===== config.mk =====
export PLATFORM = sky130hd
export DESIGN_NAME = icv_out_fifo
export DESIGN_NICKNAME = d
export VERILOG_FILES = /design/src/icv_pkg.sv /design/src/icv_out_fifo.sv
export VERILOG_INCLUDE_DIRS = /design/src /design/src/src
export SDC_FILE = /design/constraint.sdc
export NUM_CORES = 1
export LEC_CHECK = 0
export ABC_AREA = 1
export BUFFER_PORTS_ARGS = -buffer_cell sky130_fd_sc_hd__buf_2
export CAP_MARGIN = 20
export CORE_MARGIN = 3
export CORE_UTILIZATION = 45
export DETAILED_ROUTE_END_ITERATION = 6
export SLEW_MARGIN = 10
export SYNTH_ARGS = -nofsm -noshare
export SYNTH_HDL_FRONTEND = slang
export SYNTH_SLANG_ARGS = --single-unit

===== constraint.sdc =====
create_clock -name clk -period 3.8 [get_ports clk]
set_clock_uncertainty 0.05 [all_clocks]
set_input_delay 0.38 -clock clk [delete_from_list [all_inputs] [get_ports clk]]
set_output_delay 0.38 -clock clk [all_outputs]
set_load 0.1 [all_outputs]

===== src/image_convolution_3x3_macros.svh =====
// Assertion macros shared by the convolution block's modules
`ifndef IMAGE_CONVOLUTION_3X3_MACROS_SVH
`define IMAGE_CONVOLUTION_3X3_MACROS_SVH
`ifndef SYNTH
// plain property, sampled on the rising edge, off during reset
`define ICV_ASSERT(label, clk, rst_n, prop, msg) \
  label: assert property (@(posedge clk) disable iff (!rst_n) (prop)) else $error(msg);
// same-cycle implication
`define ICV_ASSERT_IMPLIES(label, clk, rst_n, ante, cons, msg) \
  label: assert property (@(posedge clk) disable iff (!rst_n) (ante) |-> (cons)) else $error(msg);
// next-cycle implication
`define ICV_ASSERT_NEXT(label, clk, rst_n, ante, cons, msg) \
  label: assert property (@(posedge clk) disable iff (!rst_n) (ante) |=> (cons)) else $error(msg);
`else
`define ICV_ASSERT(label, clk, rst_n, prop, msg)
`define ICV_ASSERT_IMPLIES(label, clk, rst_n, ante, cons, msg)
`define ICV_ASSERT_NEXT(label, clk, rst_n, ante, cons, msg)
`endif
`endif


===== src/icv_pkg.sv =====
// Shared types and constants of the 3x3 convolution block
`default_nettype none
package icv_pkg;

  localparam int MAX_WIDTH_DEF = 1024;

  localparam int PIXEL_W  = 8;
  localparam int SLOTS    = 4;
  localparam int SLOT_W   = 2;
  localparam int TAP_W    = 16;
  localparam int TAPS_W   = 3 * TAP_W;
  localparam int IMG_W_W  = 11;
  localparam int IMG_H_W  = 16;
  localparam int PROD_W   = 25;
  localparam int RSUM_W   = 27;
  localparam int RES_W    = 28;

  localparam int FIFO_DEPTH = 8;
  localparam int FIFO_PTR_W = $clog2(FIFO_DEPTH);
  localparam int COUNT_W    = $clog2(FIFO_DEPTH + 1);

  // configuration port
  localparam int CFG_IDX_W  = 3;
  localparam int CFG_DATA_W = TAPS_W;
  localparam logic [CFG_IDX_W-1:0] CFG_IMAGE_WIDTH  = 3'd0;
  localparam logic [CFG_IDX_W-1:0] CFG_IMAGE_HEIGHT = 3'd1;
  localparam logic [CFG_IDX_W-1:0] CFG_TAPS_TOP     = 3'd2;
  localparam logic [CFG_IDX_W-1:0] CFG_TAPS_MIDDLE  = 3'd3;
  localparam logic [CFG_IDX_W-1:0] CFG_TAPS_BOTTOM  = 3'd4;

  localparam logic [IMG_W_W-1:0] IMAGE_WIDTH_RST  = 11'd256;
  localparam logic [IMG_H_W-1:0] IMAGE_HEIGHT_RST = 16'd256;
  localparam logic [TAPS_W-1:0]  TAPS_TOP_RST     = 48'h0;
  localparam logic [TAPS_W-1:0]  TAPS_MIDDLE_RST  = 48'h0000_0100_0000;
  localparam logic [TAPS_W-1:0]  TAPS_BOTTOM_RST  = 48'h0;

  typedef logic [PIXEL_W-1:0] pixel_t;
  // one column of the line store: a pixel for each of the four row slots
  typedef logic [SLOTS-1:0][PIXEL_W-1:0] col_word_t;

  // line store write, column address travels beside it
  typedef struct packed {
    logic              en;
    logic [SLOT_W-1:0] slot;
    pixel_t            data;
  } wr_ctl_t;

  // per-result control handed from the sequencer to the datapath
  // masks: [0] = minus one, [1] = centre, [2] = plus one
  typedef struct packed {
    logic              valid;
    logic [SLOT_W-1:0] slot;
    logic [2:0]        row_ok;
    logic [2:0]        col_ok;
    logic              last;
  } emit_ctl_t;

  typedef struct packed {
    logic signed [RES_W-1:0] filtered_value;
    logic                    last_of_frame;
  } result_t;

endpackage
`default_nettype wire


===== src/icv_out_fifo.sv =====
// Result queue between the datapath and the output channel
`default_nettype none
module icv_out_fifo (
  input  logic             clk,
  input  logic             rst_n,
  input  logic             push,
  input  icv_pkg::result_t push_data,
  input  logic             pop,
  output logic             out_valid,
  output icv_pkg::result_t out_data
);
  import icv_pkg::*;

  `include "image_convolution_3x3_macros.svh"

  result_t                fifo_r [FIFO_DEPTH];
  logic [FIFO_PTR_W-1:0]  wr_ptr_r, rd_ptr_r;
  logic [COUNT_W-1:0]     count_r, count_nxt;

  always_comb begin
    count_nxt = count_r;
    if (push && !pop) begin
      count_nxt = count_r + COUNT_W'(1);
    end else if (!push && pop) begin
      count_nxt = count_r - COUNT_W'(1);
    end
  end

  always_ff @(posedge clk) begin
    if (!rst_n) begin
      wr_ptr_r <= '0;
      rd_ptr_r <= '0;
      count_r  <= '0;
    end else begin
      if (push) begin
        wr_ptr_r <= wr_ptr_r + FIFO_PTR_W'(1);
      end
      if (pop) begin
        rd_ptr_r <= rd_ptr_r + FIFO_PTR_W'(1);
      end
      count_r <= count_nxt;
    end
  end

  always_ff @(posedge clk) begin
    if (push) begin
      fifo_r[wr_ptr_r] <= push_data;
    end
  end

  assign out_valid = count_r != '0;
  assign out_data  = fifo_r[rd_ptr_r];

  `ICV_ASSERT_IMPLIES(a_no_overflow, clk, rst_n, push && !pop, count_r < COUNT_W'(FIFO_DEPTH), "result queue overflow")
  `ICV_ASSERT_NEXT(a_fill_shows, clk, rst_n, push && count_r == '0, out_valid, "pushed result not shown")
  `ICV_ASSERT_NEXT(a_drain_empties, clk, rst_n, pop && !push && count_r == COUNT_W'(1), !out_valid, "queue still valid after last pop")

endmodule
`default_nettype wire


# Yosys cells after proc, flatten, opt, wreduce, memory -nomap -nowiden
# Memory sizes are Yosys's and may differ from the RTL's. A register that Yosys moved wholly into a read port is not among the register bits.
# Cells that the tools add are included.
[op_classes]
mul = 0
reduce_logical = 6
n_mux = 6
div = 0
eq_ne = 0
addsub = 4
shift = 0
bitwise_logic = 0
magnitude_cmp = 0
[ops]
columns = ["operator", "n"]
rows = [
  ["$mux 4", 2],
  ["$add 3x1->3 const B", 2],
  ["$mux 3", 2],
  ["$add 4x1->4 const B", 1],
  ["$reduce_bool 4->1", 1],
  ["$sub 4x1->4 const B", 1],
  ["$logic_and 1x1->1", 2],
  ["$logic_not 1->1", 2],
  ["$mux 1", 2],
  ["$reduce_bool 2->1", 1],
]
[word_totals]
mem_bits_rw = 232
wordCells = 20
n_memories = 1
romBits = 0
output_inout_bits = 30
inputBits = 33
latchBits = 0
register_bits = 10
[memory_table]
columns = ["name", "words", "width", "rd", "rd_clocked_by_memory_dff", "write_ports", "line", "text"]
rows = [
  ["fifo_r", 8, 29, 1, 1, 1, "icv_out_fifo.sv:16", "result_t fifo_r [FIFO_DEPTH];"],
]

# Longest topological paths before layout
# Gate-level depths: netlist (run 1).
[depth]
ltp_word = 4
mapped_depth = 11
depth_no_buf = 11

# Worst setup path before layout (run 1)
# OpenSTA, ideal clock, no wires.
[synth_path]
kind = "input-to-reg"
from = "input push"
to = "memory fifo_r[0][0] (netlist name) (enable)"
setup_time_ns = 0.415
arrival_ns = 1.980
t_required_ns = 3.335
path_slack_ns = 1.355
path_buffers = 0
path_stages = 3
cell_sequence = "inv_1 -> or2_2 -> nor2_1"
[synth_between]
elab_chain_len = 2
[synth_rtl]
columns = ["item", "line", "text"]
rows = [
  ["start, declared", "icv_out_fifo.sv:6", "input logic push,"],
  ["$mux 1", "icv_out_fifo.sv:46", "if (push) begin"],
  ["$mux 1 (not written as such)", "icv_out_fifo.sv:47", "fifo_r[wr_ptr_r] <= push_data;"],
  ["end, declared", "icv_out_fifo.sv:16", ""],
]
# No other way between the ends.

==> results.md, run 1 <==
Critical path:
- For this run, the slowest stage of the critical path takes 560 ps.
- In this design, the critical path's most frequently occurring cell is sky130_fd_sc_hd__nand2_1.
- The kind of cell with the highest combined delay along the critical path is buffers and inverters.
- In this run the worst path has a maximum fanout of 71.
- STA puts the critical path data required time at 3370 ps.
- At the worst endpoint, the arrival time is roughly 2800 ps.
- The instance count on the critical path is 7.
- The sort of element at the end of the critical path is an output pin.
- The critical path goes through inv_4 -> buf_4 -> o21ai_0 -> nand2_1 -> nand2_1 -> nand2_1 -> buf_2.
- On the critical path, the stage with the largest delay is an instance of sky130_fd_sc_hd__inv_4.
- The cell count of the worst reg-to-reg path is 3.
- The startpoint kind of the worst setup timing path is a register.
- By startpoint and endpoint, the worst setup path is classified as reg -> out.
- The number of buffers and inverters on the critical path is 3.

Timing:
- The count of pins over their slew limit is 0.
- The hold violation count in the final report is 0.
- Setup repair after global routing left no endpoint under its margin.
- The smallest hold slack is about 78 ps.
- The clock period could shrink to 3180 ps.
- Setup violations remaining at the end of the flow were counted as 0.
- The fraction of the cycle the final worst path needs is 83.7%.
- The maximum clock frequency is 0.314 GHz.
- At the pin with the least slew margin, the transition time is between 700 and 800 ps.
- The total negative setup slack is 0 ps.
- The tightest slew margin relative to the limit is 47.7%.

Synth:
- The post-synth design cell area is 9900 sq um.
- Counting distinct cell types in the post-synthesis netlist gives 22.
- The synthesized area divided by synthesized cell count is 11.5 sq um.
- The post-synthesis instance total is 858.
- The flip-flop and latch count after synthesis is 245.
- After synthesis, the largest family of logic cells by area is simple AND/OR/NAND/NOR gates.
- The synthesized netlist devotes 6.47% of its cell area to compound gates.
- Summing the areas of all fa, ha and maj instances in the mapped netlist gives 0.834% of the synthesized area.
- The net count of the mapped netlist is ~900.
- After synthesis, the share of cell area in mux cells is 0%.
- The count of warnings emitted by yosys is 0.
- The xor/xnor cell area share of the yosys netlist is less than 1%.
- Summing the areas of all and, or, nand and nor instances in the mapped netlist gives 15.9% of the synthesized area.
- The sequential area share after synthesis is 73.0%.

Drt:
- The top routing layer in use is met4.
- The detailed-route via count is 6137.
- The number of nets still failing antenna checks after routing is 0.
- The met2 wirelength from detailed routing is 10000 microns.
- The met3 wire length is 922 microns.
- In the final routed layout, each cell accounts on average for 16.9 microns.
- For this block, the routed nets add up to 20600 microns of wire.
- Dividing the detail-routed via count by the number of cells gives between 5 and 6.
- The number of iterations in the first detailed-routing pass is 5.
- The sum of routed wire segments on met1 is 9200 microns.
- The initial DRC count is 451.
- The detailed-route DRC error count is 0.

Clocking:
- In this run the deepest clock path goes through 3 buffers.
- The clock latency reported for the late side of the worst-skew pair is a little over 500 ps.
- The clock net in this run drives a total of roughly 250 sinks.
- The number of buffers inserted during clock tree synthesis is 26.
- After clock tree synthesis, the clock-pin slew on the worst setup and hold paths is 60 ps.
- The number of setup buffers added after CTS is 0.
- In this run the number of H-tree levels came out at 1.
- The number of gates resized after CTS was 0.
- The library cell used as clock root buffer is sky130_fd_sc_hd__clkbuf_16.
- The total of hold buffers inserted after clock tree synthesis is 0.
- The TritonCTS clock tree is yes.

Run status:
- The flow ran to the end, and the final reports show no timing, DRC or antenna violations.

Global routing:
- The largest net degree at the start of global routing is 72.
- The number of global-route vias before repair came to 5841.
- The first global-routing pass estimated 32400 microns of wire.
- The total overflow left after global routing is 0.
- The initial antenna violation count is 0.
- For this run, the total global-route usage over all layers was measured as 17.4%.

Hold path:
- Counting instances, the worst hold path has a depth of 1.
- The worst hold path belongs to the class in -> reg.

Floorplanning:
- The region available for standard cell placement spans roughly 21000 sq um.
- The die area is 23800 sq um.
- The site row count is 53.
- From bottom edge to top edge, the die measures roughly 150 microns.
- The effective utilization at floorplan is approximately 47%.
- The floorplan step set the die width to approximately 150 microns.
- For this design the top-level I/O count stands at 63.

Finish:
- The area added between synthesis and finish is 15.1%.
- Cells fill between 50 and 60% of the core in the end.
- The share of post-route cells with drive strength above 1 is 13.9%.
- The most common cell after layout, fill and taps aside is sky130_fd_sc_hd__nor2_1.
- In the layout the commonest cells are 243 x sky130_fd_sc_hd__nor2_1, 232 x sky130_fd_sc_hd__edfxtp_1, 161 x sky130_fd_sc_hd__nand2_1.
- The count of nets after finishing is ~960.
- The final antenna diode count is 0.

Pwr:
- IR analysis of the VDD net gives a maximum drop of 449 uV.
- For this design the ratio of total power to cell area is 586 nW/um^2.
- In this run the static leakage power is about 4.3 nW.

Flow run:
- The number of maximum-capacitance violations is 0.

Placed design:
- The number of buffer cells added on primary ports is 62.
- The congestion estimate from routability-driven global placement came to 0.760.
- The HPWL after detailed placement is 11300 microns.
worst reg2reg max path, stage by stage (launching register included):
cell	delay (ps)
sky130_fd_sc_hd__dfxtp_1	330
sky130_fd_sc_hd__or2_2	410
sky130_fd_sc_hd__nor2_4	560
sky130_fd_sc_hd__buf_4	380
synthesized netlist by cell type:
cell type                    n  area share (%)
sky130_fd_sc_hd__inv_4       1           0.063
sky130_fd_sc_hd__fa_1        1            0.20
sky130_fd_sc_hd__buf_2      15            0.76
sky130_fd_sc_hd__inv_2       1           0.038
sky130_fd_sc_hd__ha_1        5            0.63
sky130_fd_sc_hd__nand2_1   161             6.1
sky130_fd_sc_hd__edfxtp_1  232              70
sky130_fd_sc_hd__xnor2_1     1           0.088
sky130_fd_sc_hd__o21ai_1    68             3.4
sky130_fd_sc_hd__nand3_1     4            0.20
sky130_fd_sc_hd__nor2_1    251             9.5
sky130_fd_sc_hd__dfxtp_1    13             2.6
sky130_fd_sc_hd__or2_2       2            0.13
sky130_fd_sc_hd__clkbuf_1   10            0.38
sky130_fd_sc_hd__buf_6      13             1.5
sky130_fd_sc_hd__inv_1      13            0.49
sky130_fd_sc_hd__o21ai_0    54             2.7
sky130_fd_sc_hd__xor2_1      1           0.088
sky130_fd_sc_hd__buf_4       3            0.23
sky130_fd_sc_hd__clkbuf_2    2            0.10
sky130_fd_sc_hd__buf_1       1           0.038
sky130_fd_sc_hd__a21oi_1     6            0.30
metrics by stage:
stage	worst slack, ps	instances	cell area, sq um	power, mW
after floorplan	1360	858	9900	3.94
after global placement	1170	1164	10400	4.13
after detailed placement	1130	1165	10500	4.14
after CTS	570	1213	11300	6.74
after global routing	376	1215	11400	6.95
final	620	1215	11400	6.68
power by group:
| part | switching, mW | internal, mW |
|---|---|---|
| combinational | 0.816 | 0.200 |
| sequential | 0.0314 | 3.03 |
| clock | 0.975 | 1.63 |
final cells by class:
type | count | area (sq um)
Sequential cell | 245 | 7230
Clock inverter | 16 | 200
Timing Repair Buffer | 78 | 488
Inverter | 15 | 58.8
Multi-Input combinational cell | 554 | 2380
Clock buffer | 32 | 694
Fill cell | 1795 | 9890
Tap cell | 275 | 344
state kept, by name (all words and copies together), names as in the netlist, named ones only:
register / count
fifo_r: 232
count_r: 4
wr_ptr_r: 3
rd_ptr_r: 3
routing by layer:
| layer | up-vias | track usage [%] |
|---|---|---|
| li1 | 3051 | - |
| met1 | 2915 | 23.7 |
| met2 | 139 | 29.2 |
| met3 | 32 | 2.41 |
| met4 | 0 | 5.21 |
| met5 | - | 0 |
worst paths after layout:
kind                        end          start  slack, ps
setup / recovery   out_data[10]       register        620
hold / removal    fifo_r[1][19]  push_data[19]         80
setup reg to reg  fifo_r[2][26]    wr_ptr_r[0]       1750
hold reg to reg     wr_ptr_r[0]    wr_ptr_r[0]        450
kinds of logic after synthesis:
family / after synthesis
AO/OA/AOI/OAI: 128
XOR/XNOR: 2
adder cells (fa/ha/maj): 6
buffers and inverters: 59
flip-flops: 245
AND/OR/NAND/NOR: 418
(Power assumes the default switching activity.)
==> run 2, diff against run 1 <==
clock period = 3.1 ns   (was 3.8 ns; I/O delays follow)
==> run 2 against run 1 <==
Compared with the run above:
- critical endpoint is now out_data[17]
- core utilization up 0.43 points
- largest cell class unchanged
- worst setup slack lost 380 ps
- sequential cell count unchanged
- power up 24%
- via count up 0.21%
- register-to-register slack got worse by 530 ps
- die area unchanged
- clock power increased by 26%
- critical path type unchanged
- design area is 0.80% higher
==> results.md, run 2 (synthesized netlist as in run 1, its figures left out) <==
Pwr:
- The peak ir drop on the vdd network is 512 uV (+14%).
- The power per unit of standard cell area is 722 nW/um^2 (+23%).
- The power consumption is 8.29 mW (+24%).
- The leakage power figure is 4.29 nW (+0.76%).

Finish:
- The count of nets after finishing is 964 (+0.52%).
- The top cell types in the final layout, fill and taps aside, are 243 x sky130_fd_sc_hd__nor2_1, 232 x sky130_fd_sc_hd__edfxtp_1, 161 x sky130_fd_sc_hd__nand2_1.
- The final antenna diode count came to 0 (unchanged).
- The non-filler instance count after layout is 1219 (+0.33%).
- The design area came to 11500 sq um (+0.80%).
- The share of the core filled with cells in the final layout came to 54.0% (+0.43 points).
- fifo_r holds more flip-flops than any other register.
- The share of post-route cells with drive strength above 1 was 13.8% (-0.16 points).
- The number of flip-flops under the largest register name is 232 (unchanged).
- The largest registers in the layout are fifo_r x232, count_r x4.
- The library cell used most frequently in the layout, excluding fill and tap cells, is sky130_fd_sc_hd__nor2_1.
- Relative to the synthesized area, the layout overhead comes to 16.0%.
- The filler cell count in the final layout is 1788 (-0.39%).

Clocking:
- The number of cells upsized or downsized after cts came to 0 (unchanged).
- TritonCTS built the clock tree.
- The clock latency reported for the late side of the worst-skew pair is 520 ps (about the same).
- The maximum number of buffers from clock root to sink is 3 (unchanged).
- CTS placed an instance of sky130_fd_sc_hd__clkbuf_16 at the clock tree root.
- The clock transition at the registers of the reported paths is 60 ps (about the same).
- The number of buffers inserted during clock tree synthesis is 26 (unchanged).
- The clock net sink count was 245 (unchanged).
- The number of H-tree branching levels was 1 (unchanged).

Timing:
- The count of pins over their slew limit is 0 (unchanged).
- The fraction of the cycle the final worst path needs is a little over 90%.
- Setup repair after global routing left no endpoint under its margin.
- The post-route worst setup slack is 239 ps (-381 ps).
- For this run, the top clock speed supported by timing is 0.350 GHz.
- The transition time of the tightest slew-check pin is 791 ps (+6.29 ps).
- The minimum period implied by the final worst setup slack is 2860 ps.
- The hold violation count in the final report is 0 (unchanged).
- The tightest slew margin relative to the limit is 47.3% (-0.42 points).
- The total negative setup slack was 0 ps (unchanged).
- The final setup violation count is 0 (unchanged).
- The smallest hold slack is 14.3 ps (-64.1 ps).

Critical path:
- By startpoint and endpoint, the worst setup path is classified as reg -> out.
- The data required time at the worst endpoint came to 2740 ps (-630 ps).
- The reg-to-reg critical path startpoint is wr_ptr_r[0].
- The startpoint kind of the worst setup timing path is a register.
- The arrival time at the worst endpoint was 2500 ps (-250 ps).
- The biggest fanout along the worst timing path is 35 (-51%).
- The worst setup path is captured at an output pin.

Hold path:
- The launch point of the worst hold path is push_data[3].
- The classification of the worst-slack hold path is in -> reg.

Global routing:
- The total grt overflow was 0 (unchanged).
- The initial antenna violation count was 1 (+1).
- The first-pass GRT wire length is 33600 microns (+3.5%).
- The largest net degree at the start of global routing is 59 (-18%).
- The number of global-route vias before repair is 6064 (+3.8%).
- The global-route usage over all layers came to 17.8% (+0.47 points).

Placed design:
- The number of buffer cells added on primary ports was 62 (unchanged).
- The final weighted congestion of routability-driven global placement came to 0.750 (-1.4%).
- The cell count after placement was 1170 (+0.43%).
- The HPWL after detailed placement is 11700 microns (+3.6%).
- The post-placement worst setup slack is 728 ps (-405 ps).
- The instance area at placement is 10600 sq um (+0.96%).

Flow run:
- The number of maximum-capacitance violations is 0 (unchanged).

Drt:
- The number of nets still failing antenna checks after routing came to 0 (unchanged).
- The number of iterations in the first detailed-routing pass was 5 (unchanged).
- The overall routed net length was 21100 microns (+2.4%).
- The initial DRC count came to 475 (+5.3%).
- The detailed-route via count is 6150 (+0.21%).
- The routed length per placed instance is 17.3 microns (+2.1%).
- The vias per cell is 5.05 (-0.12%).
- The detailed-route DRC error count is 0 (unchanged).

Floorplanning:
- The site row count was 53 (unchanged).
- The chip width came to 154 microns (unchanged).
- The core outline area is 21300 sq um (unchanged).
- The die outline height is 154 microns (unchanged).
- The effective utilization at floorplan is 46.5% (unchanged).
- The number of top-level design ports came to 63 (unchanged).
- The die area is 23800 sq um (unchanged).

Run status:
- The flow ran to the end, and the final reports show no timing, DRC or antenna violations.
[run 2: worst max-delay path, cell delays in order (launching register included)]
cell and delay [ps]:
sky130_fd_sc_hd__dfxtp_4 470, sky130_fd_sc_hd__inv_4 340, sky130_fd_sc_hd__buf_4 350, sky130_fd_sc_hd__o21ai_0 130, sky130_fd_sc_hd__nand2_1 90, sky130_fd_sc_hd__nand2_1 60, sky130_fd_sc_hd__nand2_1 100, sky130_fd_sc_hd__buf_2 430
[run 2: per-layer routing]
| layer | wire [microns] | GRT usage (%) | vias up |
|---|---|---|---|
| met5 | 13 | 0 | - |
| met4 | 426 | 4.29 | 2 |
| met3 | 769 | 2.55 | 37 |
| li1 | - | - | 3051 |
| met1 | 9660 | 24.7 | 2953 |
| met2 | 10200 | 30.1 | 107 |
[run 2: repair_timing]
item | 4_1_cts | 5_1_grt
setup buffers | 0 | 0
endpoints found under the hold margin | 3 | 0
hold buffers | 2 | 0
[run 2: power breakdown]
part / switching (mW) / total, mW / internal, mW
sequential: 0.0400 / 3.75 / 3.71
combinational: 1.01 / 1.27 / 0.256
clock: 1.21 / 3.28 / 2.07
total: 2.26 / 8.29 / 6.04
[run 2: final timing paths]
check	endpoint	slack [ps]	depth (start not counted)
min reg2reg	wr_ptr_r[0]	440	2
max reg2reg	fifo_r[3][17]	1220	3
max	out_data[17]	240	7
min	fifo_r[1][3]	10	1
[run 2: area by class of cell]
type	instances	area (sq um)	share of cell area [%]
clock buffers	30	687	5.98
clock inverters	17	226	1.97
inverters	15	58.8	0.512
multi-input cells	554	2380	20.7
flip-flops and latches	245	7230	62.9
well taps	275	344	2.99
repair buffers	83	561	4.88
==> run 3, diff against run 2 <==
PLACE_DENSITY_LB_ADDON = 0.12   (was unset)
==> run 3 against run 2 <==
Compared with the run above:
- global-route usage decreased by 0.061 points
- count of clock-buffer cells in the layout increased by 4
- fmax decreased by 0.67%
- clock power decreased by 5%
- combinational power about the same
- first-iteration DRC count decreased by 16%
- sequential power about the same
- highest routed layer is now met4
- design area decreased by 0.64%
- sequential share of layout area increased by 0.41 points
==> results.md, run 3 (synthesized netlist as in run 1, its figures left out) <==
Floorplanning:
- The die area is 23800 sq um (unchanged).
- The effective utilization at floorplan came to 46.5% (unchanged).
- The number of top-level design ports is 63 (unchanged).
- The die outline height came to 154 microns (unchanged).
- The site row count is 53 (unchanged).
- The core outline area is 21300 sq um (unchanged).
- The chip width came to 154 microns (unchanged).

Placed design:
- The cell count after placement came to 1168 (-0.17%).
- The final weighted congestion of routability-driven global placement is 0.748 (-0.25%).
- The HPWL after detailed placement is 10800 microns (-7.5%).
- The number of buffer cells added on primary ports is 62 (unchanged).

Clocking:
- The number of buffers inserted during clock tree synthesis is 26 (unchanged).
- The clock net sink count came to 245 (unchanged).
- The tree is rooted in a sky130_fd_sc_hd__clkbuf_16.
- The number of cells upsized or downsized after cts came to 0 (unchanged).
- The number of H-tree branching levels is 1 (unchanged).
- The maximum number of buffers from clock root to sink came to 3 (unchanged).
- The clock transition at the registers of the reported paths is 60 ps (about the same).
- The TritonCTS clock tree is yes.
- The number of setup buffers added after CTS is 0 (unchanged).
- The clock latency reported for the late side of the worst-skew pair is 510 ps (about the same).

Finish:
- The share of the core filled with cells in the final layout was 53.6% (-0.35 points).
- The most common cell after layout, fill and taps aside is sky130_fd_sc_hd__nor2_1.
- The share of post-route cells with drive strength above 1 is 13.2% (-0.53 points).
- Ranked by flip-flop count, first place goes to fifo_r.
- The count of nets after finishing came to 964 (unchanged).
- The filler cell count in the final layout came to 1817 (+1.6%).
- The non-filler instance count after layout is 1220 (+0.082%).
- The largest registers in the layout are fifo_r x232, count_r x4.
- The top cell types in the final layout, fill and taps aside, are 243 x sky130_fd_sc_hd__nor2_1, 232 x sky130_fd_sc_hd__edfxtp_1, 161 x sky130_fd_sc_hd__nand2_1.
- Compared with the post-synthesis result, the final layout area differs by 15.3%.
- The number of flip-flops under the largest register name is 232 (unchanged).

Pwr:
- The peak ir drop on the vdd network was 456 uV (-11%).
- The power per unit of standard cell area is 710 nW/um^2 (-1.7%).
- The leakage power figure came to 4.26 nW (-0.78%).
- The power consumption came to 8.10 mW (-2.3%).

Drt:
- The routed length per placed instance was 17.3 microns (-0.15%).
- The vias per cell came to 5.01 (-0.65%).
- The detailed-route DRC error count came to 0 (unchanged).
- The number of iterations in the first detailed-routing pass was 5 (unchanged).
- The initial DRC count is 400 (-16%).
- The overall routed net length was 21100 microns (about the same).
- The detailed-route via count is 6115 (-0.57%).
- The number of nets still failing antenna checks after routing is 0 (unchanged).

Critical path:
- By startpoint and endpoint, the worst setup path is classified as reg -> out.
- The data required time at the worst endpoint was 2740 ps (about the same).
- The biggest fanout along the worst timing path is 44 (+26%).
- The sort of element at the end of the critical path is an output pin.
- The startpoint kind of the worst setup timing path is a register.
- The arrival time at the worst endpoint came to 2520 ps (+20 ps).

Flow run:
- The number of maximum-capacitance violations is 0 (unchanged).

Global routing:
- The first-pass GRT wire length was 33300 microns (-0.88%).
- The global-route usage over all layers is 17.8% (-0.061 points).
- The largest net degree at the start of global routing is 59 (unchanged).
- The total grt overflow is 0 (unchanged).
- The number of global-route vias before repair is 5960 (-1.7%).
- The initial antenna violation count came to 1 (unchanged).

Hold path:
- The tightest min-delay check is of the in -> reg type.

Timing:
- Setup repair after global routing left no endpoint under its margin.
- The tightest slew margin relative to the limit is 47.6% (+0.34 points).
- The count of pins over their slew limit is 0 (unchanged).
- The maximum clock frequency was 0.347 GHz (-0.67%).
- The fraction of the cycle the final worst path needs is 92.9% (+0.63 points).
- The minimum period implied by the final worst setup slack is 2880 ps (+19.4 ps).
- The hold violation count in the final report is 0 (unchanged).
- The transition time of the tightest slew-check pin was 786 ps (-5.08 ps).
- The total negative setup slack was 0 ps (unchanged).
- The final setup violation count came to 0 (unchanged).

Run status:
- The flow ran to the end, and the final reports show no timing, DRC or antenna violations.
-- run 3: worst max-delay path, cell delays in order (launching register included) --
cell and delay (ps):
sky130_fd_sc_hd__dfxtp_4 520, sky130_fd_sc_hd__buf_4 480, sky130_fd_sc_hd__nor2_1 100, sky130_fd_sc_hd__nor2_1 100, sky130_fd_sc_hd__o21ai_0 100, sky130_fd_sc_hd__nand2_1 90, sky130_fd_sc_hd__nand2_1 50, sky130_fd_sc_hd__nand2_1 120
sky130_fd_sc_hd__buf_2 430
-- run 3: final cells by class --
type / count / area, sq um / share of cell area (%)
multi-input cells: 554 / 2380 / 20.8
repair buffers: 83 / 541 / 4.74
clock inverters: 13 / 155 / 1.36
flip-flops and latches: 245 / 7230 / 63.4
clock buffers: 34 / 702 / 6.15
diodes: 1 / 2.50 / 0.0219
well taps: 275 / 344 / 3.01
inverters: 15 / 58.8 / 0.515
-- run 3: report_power, final --
part	internal [mW]	total, mW	switching (mW)
Sequential	3.71	3.74	0.0351
Clock	1.91	3.10	1.18
Combinational	0.253	1.26	1.01
-- run 3: final timing paths --
path | startpoint | endpoint | slack, ps | cells after the start
min | push_data[23] | fifo_r[7][23] | 20 | 1
max reg2reg | wr_ptr_r[0] | fifo_r[6][4] | 1320 | 3
min reg2reg | wr_ptr_r[0] | wr_ptr_r[0] | 450 | 2
max | register | out_data[11] | 220 | 8
-- run 3: layer usage --
| metal | share of wire (%) | vias up | global-route usage, % |
|---|---|---|---|
| met5 | 0 | - | 0 |
| met4 | 1.8 | 0 | 4.12 |
| met3 | 4.8 | 27 | 2.46 |
| met2 | 48 | 136 | 29.1 |
| met1 | 46 | 2898 | 25.5 |
| li1 | - | 3054 | - |
-- run 3: stage by stage --
step	setup slack, ps	cell area, sq um	hold WS (ps)
after floorplan	725	9900	359
after global placement	747	10500	434
after detailed placement	749	10500	442
after CTS	153	11400	0.506
after global routing	30.9	11400	20.2
final	220	11400	21.2
-- run 3: repair_timing --
action / CTS / global route
hold buffers: 4 / 0
endpoints found under the hold margin: 32 / 0
setup endpoints to repair: 0 / 0
